--- config.mk ---
export PLATFORM = sky130hd
export DESIGN_NAME = yuv_to_rgb_pixel_converter_flat
export DESIGN_NICKNAME = d
export VERILOG_FILES = /design/src/rtl/core/y2r_pkg.sv /design/src/rtl/core/y2r_ifs.sv /design/src/rtl/core/y2r_matrix.sv /design/src/rtl/core/yuv_to_rgb_pixel_converter.sv /design/src/flat_wrapper.sv
export SDC_FILE = /design/constraint.sdc
export NUM_CORES = 1
export LEC_CHECK = 0
export ABC_CLOCK_PERIOD_IN_PS = 27700
export BUFFER_PORTS_ARGS = -buffer_cell sky130_fd_sc_hd__buf_2
export CAP_MARGIN = 30
export CORE_ASPECT_RATIO = 1.1
export CORE_MARGIN = 2
export CORE_UTILIZATION = 45
export CTS_BUF_LIST = sky130_fd_sc_hd__clkbuf_16
export CTS_CLUSTER_SIZE = 40
export DETAILED_ROUTE_END_ITERATION = 10
export SLEW_MARGIN = 20
export SYNTH_ARGS = -nofsm -noshare
export SYNTH_HDL_FRONTEND = slang
export SYNTH_SLANG_ARGS = --single-unit
--- constraint.sdc ---
create_clock -name clk -period 27.7 [get_ports clk]
set_input_delay 0 -clock clk [delete_from_list [all_inputs] [get_ports clk]]
set_output_delay 0 -clock clk [all_outputs]
set_load 0.01 [all_outputs]
--- src/rtl/core/y2r_pkg.sv ---
// ----------------------------------------------------------------------------
// y2r_pkg
// Types and fixed coefficients shared by the YUV to RGB pixel converter.
// ----------------------------------------------------------------------------
package y2r_pkg;

  localparam int CFG_IDX_W = 4;

  // Configuration register indexes
  typedef enum logic [CFG_IDX_W-1:0] {
    REG_FULL_RANGE  = 4'd0,
    REG_USE_BT709   = 4'd1,
    REG_SWAP_CHROMA = 4'd2,
    REG_OUT_FORMAT  = 4'd3
  } cfg_reg_t;

  typedef struct packed {
    logic full_range;
    logic use_bt709;
    logic swap_chroma;
    logic out_format;
  } cfg_t;

  typedef struct packed {
    logic [7:0] luma;
    logic [7:0] chroma_first;
    logic [7:0] chroma_second;
  } pix_t;

  typedef struct packed {
    logic [31:0] pixel_word;
    logic [7:0]  red;
    logic [7:0]  green;
    logic [7:0]  blue;
  } rgb_t;

  // Arithmetic width: every intermediate fits in 20 signed bits.
  localparam int AW = 20;

  // Limited-range luma gain and offsets
  localparam logic signed [AW-1:0] K_Y         = 20'sd298;
  localparam logic signed [AW-1:0] LUMA_OFS    = 20'sd16;
  localparam logic signed [AW-1:0] CHROMA_OFS  = 20'sd128;
  localparam logic signed [AW-1:0] RND_LIM     = 20'sd128;
  localparam logic signed [AW-1:0] RND_FULL    = 20'sd512;

  // BT.601 limited range
  localparam logic signed [AW-1:0] K601_RV = 20'sd409;
  localparam logic signed [AW-1:0] K601_GU = 20'sd100;
  localparam logic signed [AW-1:0] K601_GV = 20'sd208;
  localparam logic signed [AW-1:0] K601_BU = 20'sd516;

  // BT.709 limited range
  localparam logic signed [AW-1:0] K709_RV = 20'sd459;
  localparam logic signed [AW-1:0] K709_GU = 20'sd55;
  localparam logic signed [AW-1:0] K709_GV = 20'sd137;
  localparam logic signed [AW-1:0] K709_BU = 20'sd541;

  // Full-range JPEG, scaled by 1024
  localparam logic signed [AW-1:0] KF_RV = 20'sd1436;
  localparam logic signed [AW-1:0] KF_GU = 20'sd352;
  localparam logic signed [AW-1:0] KF_GV = 20'sd731;
  localparam logic signed [AW-1:0] KF_BU = 20'sd1814;

  localparam logic [7:0] ALPHA = 8'hFF;

endpackage

--- src/rtl/core/y2r_ifs.sv ---
// ----------------------------------------------------------------------------
// y2r channel interfaces
// Valid/ready channels for pixels in, RGB results out and register writes.
// ----------------------------------------------------------------------------
interface y2r_pix_if;
  logic       valid;
  logic       ready;
  logic [7:0] luma;
  logic [7:0] chroma_first;
  logic [7:0] chroma_second;

  modport source (output valid, luma, chroma_first, chroma_second, input ready);
  modport sink   (input valid, luma, chroma_first, chroma_second, output ready);
endinterface

interface y2r_rgb_if;
  logic        valid;
  logic        ready;
  logic [31:0] pixel_word;
  logic [7:0]  red;
  logic [7:0]  green;
  logic [7:0]  blue;

  modport source (output valid, pixel_word, red, green, blue, input ready);
  modport sink   (input valid, pixel_word, red, green, blue, output ready);
endinterface

interface y2r_cfg_if;
  logic                          valid;
  logic                          ready;
  logic [y2r_pkg::CFG_IDX_W-1:0] index;
  logic                          data;

  modport source (output valid, index, data, input ready);
  modport sink   (input valid, index, data, output ready);
endinterface

--- src/rtl/core/y2r_matrix.sv ---
// ----------------------------------------------------------------------------
// y2r_matrix
// Colour matrix, clamp and packing for one pixel; purely combinational.
// ----------------------------------------------------------------------------
module y2r_matrix (
  input  y2r_pkg::cfg_t cfg,
  input  y2r_pkg::pix_t pix,
  output y2r_pkg::rgb_t rgb
);
  import y2r_pkg::*;

  logic [7:0] u;
  logic [7:0] v;
  logic signed [AW-1:0] y_s, c_s, du, dv;
  logic signed [AW-1:0] k_rv, k_gu, k_gv, k_bu;
  logic signed [AW-1:0] r_lim, g_lim, b_lim;
  logic signed [AW-1:0] r_full, g_full, b_full;
  logic signed [AW-1:0] r_wide, g_wide, b_wide;
  logic [7:0] r8, g8, b8;

  function automatic logic [7:0] sat8(input logic signed [AW-1:0] val);
    logic [7:0] res;
    if (val < 0) begin
      res = 8'd0;
    end else if (val > 20'sd255) begin
      res = 8'hFF;
    end else begin
      res = val[7:0];
    end
    return res;
  endfunction

  assign u = cfg.swap_chroma ? pix.chroma_second : pix.chroma_first;
  assign v = cfg.swap_chroma ? pix.chroma_first  : pix.chroma_second;

  assign y_s = {{(AW-8){1'b0}}, pix.luma};
  assign c_s = y_s - LUMA_OFS;
  assign du  = $signed({{(AW-8){1'b0}}, u}) - CHROMA_OFS;
  assign dv  = $signed({{(AW-8){1'b0}}, v}) - CHROMA_OFS;

  assign k_rv = cfg.use_bt709 ? K709_RV : K601_RV;
  assign k_gu = cfg.use_bt709 ? K709_GU : K601_GU;
  assign k_gv = cfg.use_bt709 ? K709_GV : K601_GV;
  assign k_bu = cfg.use_bt709 ? K709_BU : K601_BU;

  // Arithmetic right shift of a signed value is the floor division needed here.
  assign r_lim = (K_Y * c_s + k_rv * dv + RND_LIM) >>> 8;
  assign g_lim = (K_Y * c_s - k_gu * du - k_gv * dv + RND_LIM) >>> 8;
  assign b_lim = (K_Y * c_s + k_bu * du + RND_LIM) >>> 8;

  assign r_full = y_s + ((KF_RV * dv + RND_FULL) >>> 10);
  assign g_full = y_s - ((KF_GU * du + KF_GV * dv + RND_FULL) >>> 10);
  assign b_full = y_s + ((KF_BU * du + RND_FULL) >>> 10);

  assign r_wide = cfg.full_range ? r_full : r_lim;
  assign g_wide = cfg.full_range ? g_full : g_lim;
  assign b_wide = cfg.full_range ? b_full : b_lim;

  assign r8 = sat8(r_wide);
  assign g8 = sat8(g_wide);
  assign b8 = sat8(b_wide);

  always_comb begin
    rgb.red   = r8;
    rgb.green = g8;
    rgb.blue  = b8;
    if (cfg.out_format) begin
      rgb.pixel_word = {ALPHA, r8, g8, b8};
    end else begin
      rgb.pixel_word = {16'd0, r8[7:3], g8[7:2], b8[7:3]};
    end
  end

endmodule

--- src/rtl/core/yuv_to_rgb_pixel_converter.sv ---
// ----------------------------------------------------------------------------
// yuv_to_rgb_pixel_converter
// Converts one YUV pixel per cycle, if unstalled, to clamped RGB565 or XRGB8888.
// ----------------------------------------------------------------------------
// A pixel is captured in the input register, passes through the matrix and is
// held in the result register, from which it is offered on rgb_out.
// Throughput: one pixel per cycle unless rgb_out holds back; an input register
// and a result register carry the pipeline, with the combinational matrix between.
// Reset (rst, synchronous, active high) empties both stages and loads the
// registers with full_range 0, use_bt709 1, swap_chroma 0, out_format 1.
module yuv_to_rgb_pixel_converter (
  input logic     clk,
  input logic     rst,
  y2r_pix_if.sink pix_in,
  y2r_rgb_if.source rgb_out,
  y2r_cfg_if.sink cfg
);
  import y2r_pkg::*;

  cfg_t cfg_q;
  pix_t pix_q;
  rgb_t rgb_d;
  rgb_t rgb_q;
  logic v1;
  logic v2;
  logic adv1;
  logic adv2;

  // Register writes are always taken; an unknown index has no effect.
  assign cfg.ready = 1'b1;

  always_ff @(posedge clk) begin
    if (rst) begin
      cfg_q.full_range  <= 1'b0;
      cfg_q.use_bt709   <= 1'b1;
      cfg_q.swap_chroma <= 1'b0;
      cfg_q.out_format  <= 1'b1;
    end else if (cfg.valid) begin
      case (cfg_reg_t'(cfg.index))
        REG_FULL_RANGE:  cfg_q.full_range  <= cfg.data;
        REG_USE_BT709:   cfg_q.use_bt709   <= cfg.data;
        REG_SWAP_CHROMA: cfg_q.swap_chroma <= cfg.data;
        REG_OUT_FORMAT:  cfg_q.out_format  <= cfg.data;
        default: ;
      endcase
    end
  end

  // A stage moves on when the stage after it is empty or being drained.
  assign adv2 = !v2 || rgb_out.ready;
  assign adv1 = !v1 || adv2;
  assign pix_in.ready = adv1;

  always_ff @(posedge clk) begin
    if (rst) begin
      v1 <= 1'b0;
      v2 <= 1'b0;
    end else begin
      if (adv1) begin
        v1 <= pix_in.valid;
      end
      if (adv2) begin
        v2 <= v1;
      end
    end
  end

  always_ff @(posedge clk) begin
    if (adv1 && pix_in.valid) begin
      pix_q.luma          <= pix_in.luma;
      pix_q.chroma_first  <= pix_in.chroma_first;
      pix_q.chroma_second <= pix_in.chroma_second;
    end
    if (adv2 && v1) begin
      rgb_q <= rgb_d;
    end
  end

  y2r_matrix u_matrix (
    .cfg (cfg_q),
    .pix (pix_q),
    .rgb (rgb_d)
  );

  assign rgb_out.valid      = v2;
  assign rgb_out.pixel_word = rgb_q.pixel_word;
  assign rgb_out.red        = rgb_q.red;
  assign rgb_out.green      = rgb_q.green;
  assign rgb_out.blue       = rgb_q.blue;

endmodule

--- src/flat_wrapper.sv ---
// flat-port wrapper written by rule: the top's interface ports become plain ports
module yuv_to_rgb_pixel_converter_flat import y2r_pkg::*;
  (clk, rst, pix_in_valid, pix_in_luma, pix_in_chroma_first, pix_in_chroma_second, pix_in_ready, rgb_out_valid, rgb_out_pixel_word, rgb_out_red, rgb_out_green, rgb_out_blue, rgb_out_ready, cfg_valid, cfg_index, cfg_data, cfg_ready);
  y2r_pix_if pix_in_i ();
  y2r_rgb_if rgb_out_i ();
  y2r_cfg_if cfg_i ();
  input logic clk;
  input logic rst;
  input wire logic [$bits(pix_in_i.valid)-1:0] pix_in_valid;
  input wire logic [$bits(pix_in_i.luma)-1:0] pix_in_luma;
  input wire logic [$bits(pix_in_i.chroma_first)-1:0] pix_in_chroma_first;
  input wire logic [$bits(pix_in_i.chroma_second)-1:0] pix_in_chroma_second;
  output wire logic [$bits(pix_in_i.ready)-1:0] pix_in_ready;
  output wire logic [$bits(rgb_out_i.valid)-1:0] rgb_out_valid;
  output wire logic [$bits(rgb_out_i.pixel_word)-1:0] rgb_out_pixel_word;
  output wire logic [$bits(rgb_out_i.red)-1:0] rgb_out_red;
  output wire logic [$bits(rgb_out_i.green)-1:0] rgb_out_green;
  output wire logic [$bits(rgb_out_i.blue)-1:0] rgb_out_blue;
  input wire logic [$bits(rgb_out_i.ready)-1:0] rgb_out_ready;
  input wire logic [$bits(cfg_i.valid)-1:0] cfg_valid;
  input wire logic [$bits(cfg_i.index)-1:0] cfg_index;
  input wire logic [$bits(cfg_i.data)-1:0] cfg_data;
  output wire logic [$bits(cfg_i.ready)-1:0] cfg_ready;
  assign pix_in_i.valid = pix_in_valid;
  assign pix_in_i.luma = pix_in_luma;
  assign pix_in_i.chroma_first = pix_in_chroma_first;
  assign pix_in_i.chroma_second = pix_in_chroma_second;
  assign pix_in_ready = pix_in_i.ready;
  assign rgb_out_valid = rgb_out_i.valid;
  assign rgb_out_pixel_word = rgb_out_i.pixel_word;
  assign rgb_out_red = rgb_out_i.red;
  assign rgb_out_green = rgb_out_i.green;
  assign rgb_out_blue = rgb_out_i.blue;
  assign rgb_out_i.ready = rgb_out_ready;
  assign cfg_i.valid = cfg_valid;
  assign cfg_i.index = cfg_index;
  assign cfg_i.data = cfg_data;
  assign cfg_ready = cfg_i.ready;
  yuv_to_rgb_pixel_converter u_core (.clk(clk), .rst(rst), .pix_in(pix_in_i), .rgb_out(rgb_out_i), .cfg(cfg_i));
endmodule
# After elaboration in Yosys (flattened, before gate mapping)
# Index checks and enable logic that the tools add are counted.
# word_totals
ff_bits	86
input_bits	34
output_inout_bits	59
word_cells	76
# op_classes
add_sub_neg	17
mul	9
order_cmp	6
n_eq_ne	3
n_mux	16
n_reduce_logical	11
# ops
cell	count
$mux 8	8
$add 20x11->20 const B	3
$add 20x9->20 const B	3
$gt 20x9->1 const B	3
$lt 20x1->1 const B	3
$mux 20	3
$add 19x20->20	2
$mux 32	1
$add 9x10->11	2
$mux 7	3
$add 19x19->20	1
$mul 11x9->20	1
$mul 11x9->20 const A	1
$sub 19x17->20	1
$sub 20x18->20	1
$mul 10x9->19	1
$mul 11x9->19 const A	1
$mul 10x9->18 const A	1
$mul 9x9->18	1
$mul 9x9->18 const A	1
$sub 8x8->9 const B	2
$mul 8x9->17	1
$mul 5x9->14 const A	1
$sub 9x10->11	1
9 further kinds	16

# Longest topological paths before layout
# Gate-level depths: netlist of the first run.
# logic_depth
word_depth	11
depth_mapped	39
ltp_nobuf	37

# By module
# A second synthesis of the first run with hierarchy kept.
# unflattened
hier_cells	2083
area_unflattened_um2	20449.6
# modules_own_cells
module	n_inst	cells_per_inst	area_each_um2	seq_area_each_um2
y2r_matrix	1	1972	17745.8	0.0
yuv_to_rgb_pixel_converter	1	111	2703.8	2522.4

# Worst setup path before layout of the first run
# No wires, ideal clock.
# synth_timing
kind	register -> register
startpoint	register u_core.pix_q[20] in the netlist's numbering
endpoint	register u_core.rgb_q, in the netlist u_core.rgb_out.pixel_word[5] (data pin)
setup_ps	272
arrival_time_ps	8489
required_time_ps	27428
path_slack_ps	18939
stages_incl_launch_ff	35
path_buffers	1
synth_period_minus_slack_ps	8761
path_cell_list	edfxtp_1 -> inv_1 -> ha_1 -> nand2_1 -> inv_1 -> ha_1 -> ha_1 -> fa_1 -> fa_1 -> ha_1 -> ha_1 -> and3_1 -> a221o_1 -> or2_2 -> xnor2_1 -> inv_1 -> ha_1 -> fa_1 -> fa_1 -> inv_1 -> fa_1 -> inv_1 -> fa_1 -> inv_1 -> ha_1 -> o21a_1 -> o2111ai_1 -> a21oi_1 -> nor4_1 -> o21ai_0 -> o2bb2ai_1 -> buf_2 -> a221oi_1 -> nand2_1 -> o311ai_1
# synth_rtl
element	line	source
from (decl)	yuv_to_rgb_pixel_converter.sv:21	pix_t pix_q;
to (signal assigned)	yuv_to_rgb_pixel_converter.sv:75	rgb_q <= rgb_d;
to (decl)	yuv_to_rgb_pixel_converter.sv:23	rgb_t rgb_q;

==> results of run 1 <==
==> sequential cells by signal, summed over array words and instances (netlist names) <==
signal and cells:
u_core.pix_q 24, u_core.rgb_out.blue 8, u_core.v1 1, u_core.rgb_out.valid 1, u_core.rgb_out.green 8, u_core.rgb_out.pixel_word 25, u_core.cfg_q 4, u_core.rgb_out.red 8
==> worst register-to-register path, delay by kind of cell, from the launching register on <==
family | cells | cell delay, ns
AO/OA/AOI/OAI | 7 | 2.25
XOR/XNOR | 1 | 0.54
adder cells (fa/ha/maj) | 13 | 5.37
buffers and inverters | 8 | 1.01
flip-flops | 1 | 0.51
AND/OR/NAND/NOR | 4 | 0.60
==> layer usage <==
layer	part of all wire	vias to the layer above	routed length, um
met4	0.036	0	2040
li1	-	7294	-
met5	0	-	0
met2	0.50	376	28200
met3	0.042	66	2370
met1	0.42	7509	24000
==> placed cells by master, fill, tap and decap left out, drive strengths merged, types with 61 or more instances in the layout <==
master  Yosys  routed
inv       522     526
ha        449     449
fa        263     263
nor2      114     114
buf        17     106
a21oi      81      81
nand2      76      76
edfxtp     73      73
xnor2      71      71
o21ai      61      61
==> cells in the mapped netlist, types with 5 or more instances <==
cell	count	area (um2)
inv_1	522	1960
ha_1	449	5620
fa_1	263	5270
nor2_1	114	428
a21oi_1	78	390
nand2_1	76	285
edfxtp_1	73	2190
xnor2_1	71	622
xor2_1	53	464
o21ai_0	42	210
a21o_1	40	300
nor3_1	22	110
nor2b_1	21	131
nand3_1	19	95.1
clkbuf_1	17	63.8
mux2i_1	17	170
nand2b_1	17	106
a211oi_1	16	120
mux2_2	15	169
and2_1	14	87.6
or2_2	12	75.1
a31oi_1	11	68.8
nand4_1	11	68.8
o21ai_1	11	55.1
o21a_1	10	75.1
and3_1	9	56.3
buf_4	9	67.6
nor4_1	8	50.1
o21ai_2	8	70.1
or3_1	8	50.1
o211ai_1	7	52.6
dfxtp_1	6	120
o21bai_1	6	45.0
a21boi_0	5	37.5
and4_1	5	43.8
==> final cells by class <==
| class | instances | share of cell area |
|---|---|---|
| clock inverters | 7 | 0.00379 |
| well taps | 588 | 0.0328 |
| flip-flops and latches | 79 | 0.103 |
| inverters | 523 | 0.0874 |
| repair buffers | 136 | 0.0384 |
| multi-input cells | 1532 | 0.725 |
| clock buffers | 9 | 0.0100 |
==> through the flow <==
stage	setup slack, ns	instances	hold slack, ns	util
global placement	17.39	2828	0.178	0.481
detailed placement	17.22	2828	0.179	0.481
global route	16.77	2874	0.0751	0.494
finish	17.24	2874	0.0266	0.494
CTS	17.18	2873	0.0224	0.494
floorplan	18.94	2168	0.0724	-
==> timing repair <==
action / in CTS / in global routing
endpoints found under the hold margin: 30 / 0
hold buffers: 29 / 0
resized for setup: 0 / 0
setup endpoints to repair: 0 / 0
==> kinds of logic (layout without fill, tap and decap cells) <==
logic type	Yosys count	count (layout)	synth area share
simple gates	350	350	0.0827
buf+inv	557	675	0.104
flops	79	79	0.112
compound gates	300	300	0.102
mux	34	34	0.0182
xor+xnor	127	127	0.0555
fa+ha+maj	712	712	0.526
other cells	2	9	0.000363
==> final timing paths <==
path | startpoint | endpoint | slack (ns) | depth (start not counted)
hold / removal | rgb_out_ready | u_core.rgb_out.valid | 0.03 | 4
setup / recovery | u_core.pix_q[20] | u_core.rgb_out.pixel_word[5] | 17.24 | 33
setup reg to reg | u_core.pix_q[20] | u_core.rgb_out.pixel_word[5] | 17.24 | 33
hold reg to reg | u_core.v1 | u_core.rgb_out.valid | 0.53 | 2
==> flow_summary_export.csv, run 1 <==
group,metric,value,unit
sta,drv_slew,0,
grt,grt_max_degree,50,
grt,grtUsageMet2,0.438,
logic_synthesis,yosys_warnings,0,
worst_setup_path,slowest_stage,"a211oi_1",
cts,post_cts.repair.setup_buffers,0,
placed_design,portBuffers,91,
worst_setup_path,critPathBufInv,8,
grt,grt.met3_usage,0.0260,
sta,rsz0062_at_grt,"no",
sta,fmax,95.6,MHz
sta,tightest_slew,1.00,ns
cts,ctsLongestPathBuffers,2,
sta,post-route-min-period,10.46,ns
grt,grtUsageMet1,0.304,
worst_setup_path,crit_family,"adder cells",
placed_design,hpwl,48.6,mm
grt,grt_pass1_vias,15900,
logic_synthesis,ys_async_sr_fraction,0,
floorplan,die_w,208,um
drt,drtPass1Iterations,5,
grt,grt_usage,0.243,
logic_synthesis,avgSynthCellArea,9.57,um2
drt,finalWirelength,56.6,mm
worst_hold_path,hold_path_class,"in -> reg",
worst_setup_path,path_max_fanout,12,
cts,cts_tree,"yes",
floorplan,dieHeight,229,um
logic_synthesis,syn-cell-area,20700,um2
finish,fillers,4250,
worst_setup_path,cp.required,27.85,ns
placed_design,gp_congestion,0.949,
sta,finClkSkew,0.0164,ns
placed_design,placed_cell_area,21800,um2
floorplan,rows,82,
cts,h-tree-depth,3,
grt,overflow,0,
finish,area_growth,8.53,%
sta,fin_crit_sh,0.378,
worst_setup_path,critical_path.max_stage_delay,0.68,ns
logic_synthesis,synth_top_flop_cell,"edfxtp_1",
drt,dr.first_iter.drc_count,835,
cts,clkSinkCount,79,
grt,antenna_found_initial,0,
drt,drc_errors,0,
flow_run,max_cap_violations,0,
sta,hold_violations,0,
drt,via_per_inst,5.30,
drt,wl_per_cell,19.7,um
worst_setup_path,worstSetupPathType,"reg -> reg",
finish,nNetsFinal,3027,
finish,seq_area,2310,um2
finish,layout-drive-gt1-share,0.0814,
finish,fin_area,22500,um2
floorplan,start_util,0.455,
logic_synthesis,synth_cell_type_count,88,
floorplan,coreArea,45500,um2
logic_synthesis,ys_ff_latch,79,
logic_synthesis,syn_inst,2161,
worst_setup_path,start_kind,"flop",
run_status,status,"completed",
sta,finalSetupTns,0,ns
cts,cts_buffers,9,
floorplan,dieArea,47700,um2
logic_synthesis,synth_edf_count,73,
drt,dr_total_vias,15200,
logic_synthesis,ys_seq_area_frac,0.112,
cts,clk_pin_slew,0.07,ns
worst_setup_path,endpoint_kind,"flop",
finish,antenna_cells,0,
sta,relSlewSlack,0.330,
sta,setup_viol,0,
drt,ant_nets,0,
finish,multi_input_area,16300,um2
worst_setup_path,crit_arrival,10.61,ns
cts,cts_root_buffer,"clkbuf_16",
cts,clock_latency,0.35,ns
floorplan,io_pins,93,
grt,grt_pass1_wl,89.0,mm
grt,top_usage_layer,"met2",
Power of run 1 is not shown: default switching activity piles up to over one toggle a cycle in this logic, so the estimate is an artifact.
==> inputs of run 2 (changes only) <==
Settings changed: ABC_CLOCK_PERIOD_IN_PS 27700 to 8350.
Clock period 27.7 ns to 8.35 ns, I/O delays scaled along.
==> flow_summary_export.csv, run 2 (same netlist as run 1, synthesis figures left out) <==
group,metric,value,unit
run_status,status,"finished with violations",
run_status,violations,"design-rule violations, negative setup slack",
drt,ant_nets,0,
finish,multi_input_area,16900,um2
placed_design,hpwl,52.6,mm
finish,fin_area,24200,um2
sta,tightest_slew,1.20,ns
worst_setup_path,endpoint_kind,"flop",
worst_setup_path,crit_arrival,8.74,ns
placed_design,gp_congestion,0.970,
sta,finalSetupTns,-2.33,ns
finish,area_growth,17.2,%
finish,layout-drive-gt1-share,0.172,
grt,antenna_found_initial,1,
drt,dr.first_iter.drc_count,838,
sta,drv_slew,0,
cts,ctsLongestPathBuffers,2,
placed_design,dp_slack,-0.481,ns
drt,dr_total_vias,15900,
drt,drc_errors,1,
sta,rsz0062_at_grt,"yes",
floorplan,io_pins,93,
drt,finalWirelength,60.4,mm
worst_setup_path,path_max_fanout,6,
flow_run,max_cap_violations,0,
drt,via_per_inst,5.28,
placed_design,placed_cell_area,23000,um2
worst_setup_path,critical_path.max_stage_delay,0.52,ns
cts,cts_buffers,9,
floorplan,dieHeight,229,um
finish,nNetsFinal,3170,
finish,mostFrequentLayoutCells,"inv_1, ha_1, fa_1",
cts,clkSinkCount,79,
cts,cts_root_buffer,"clkbuf_16",
sta,fin_crit_sh,1.02,
floorplan,rows,82,
finish,fillers,4080,
worst_setup_path,start_kind,"flop",
worst_hold_path,hold_path_class,"in -> reg",
finish,finalCoreUtilization,0.534,
grt,grt_usage,0.260,
cts,clock_latency,0.35,ns
floorplan,coreArea,45500,um2
worst_setup_path,cp.required,8.54,ns
finish,final_common_cell,"inv_1",
drt,wl_per_cell,20.0,um
finish,seq_area,2310,um2
sta,relSlewSlack,0.190,
grt,grt_pass1_wl,94.9,mm
floorplan,dieArea,47700,um2
sta,setup_viol,26,
cts,clk_pin_slew,0.07,ns
grt,overflow,0,
placed_design,portBuffers,91,
finish,antenna_cells,0,
worst_setup_path,worstSetupPathType,"reg -> reg",
sta,post-route-min-period,8.55,ns
grt,grt_pass1_vias,17100,
floorplan,start_util,0.455,
worst_setup_path,slowest_stage,"fa_1",
sta,hold_violations,0,
sta,finalWorstSetupSlack,-0.202,ns
sta,fmax,117,MHz
finish,largest_reg_flops,25,
drt,drtPass1Iterations,8,
grt,grt_max_degree,50,
worst_setup_path,reg2reg_slack,-0.20,ns
floorplan,die_w,208,um
sta,finClkSkew,0.0133,ns
cts,cts_tree,"yes",
cts,h-tree-depth,3,
==> run 2: cell count changes in the layout (fill, tap and decap cells not counted), sizes merged <==
cell | previous run | this run
clkbuf | 10 | 9
buf | 106 | 250
==> run 2: final cells by class <==
type                            count  area share
Clock buffer                        9     0.00929
Clock inverter                      7     0.00351
Inverter                          523      0.0811
Multi-Input combinational cell   1532       0.699
Sequential cell                    79      0.0954
Tap cell                          588      0.0303
Timing Repair Buffer              279      0.0817
==> run 2: metrics by stage <==
stage / std cells / hold WS (ns)
global route: 3017 / 0.0409
finish: 3017 / 0.0141
detailed placement: 2959 / 0.179
CTS: 3010 / 0.0142
floorplan: 2168 / 0.0724
global placement: 2959 / 0.178
==> run 2: worst max-delay path: cells and delay by family, from the launching register on <==
family,cells,cell delay (ns)
adders and majority gates,11,4.55
AOI/OAI and AO/OA,8,1.31
buffers and inverters,12,0.89
and+or+nand+nor,5,0.88
DFF,1,0.42
xor gates and xnor gates,2,0.33
==> run 2: repair_timing <==
item,CTS,global route
setup buffers,6,11
setup endpoints to repair,19,36
hold buffers,29,0
gates resized for setup,24,78
pin swaps,20,56
hold endpoints to repair,30,0
==> run 2: final timing paths <==
kind,startpoint,to,depth (start not counted)
max,u_core.pix_q[21],u_core.rgb_out.pixel_word[7],38
min,cfg_index[0],u_core.cfg_q[2],2
max reg2reg,u_core.pix_q[21],u_core.rgb_out.pixel_word[7],38
min reg2reg,u_core.cfg_q[1],u_core.cfg_q[1],3
==> run 2: layer usage <==
| layer | share of wire | track usage | vias up | routed length, um |
|---|---|---|---|---|
| li1 | - | - | 7577 | - |
| met1 | 0.42 | 0.318 | 7885 | 25300 |
| met2 | 0.50 | 0.472 | 348 | 30100 |
| met3 | 0.031 | 0.0180 | 123 | 1900 |
| met4 | 0.051 | 0.110 | 0 | 3050 |
| met5 | 0 | 0 | - | 0 |
Power of run 2 is left out for the same reason.
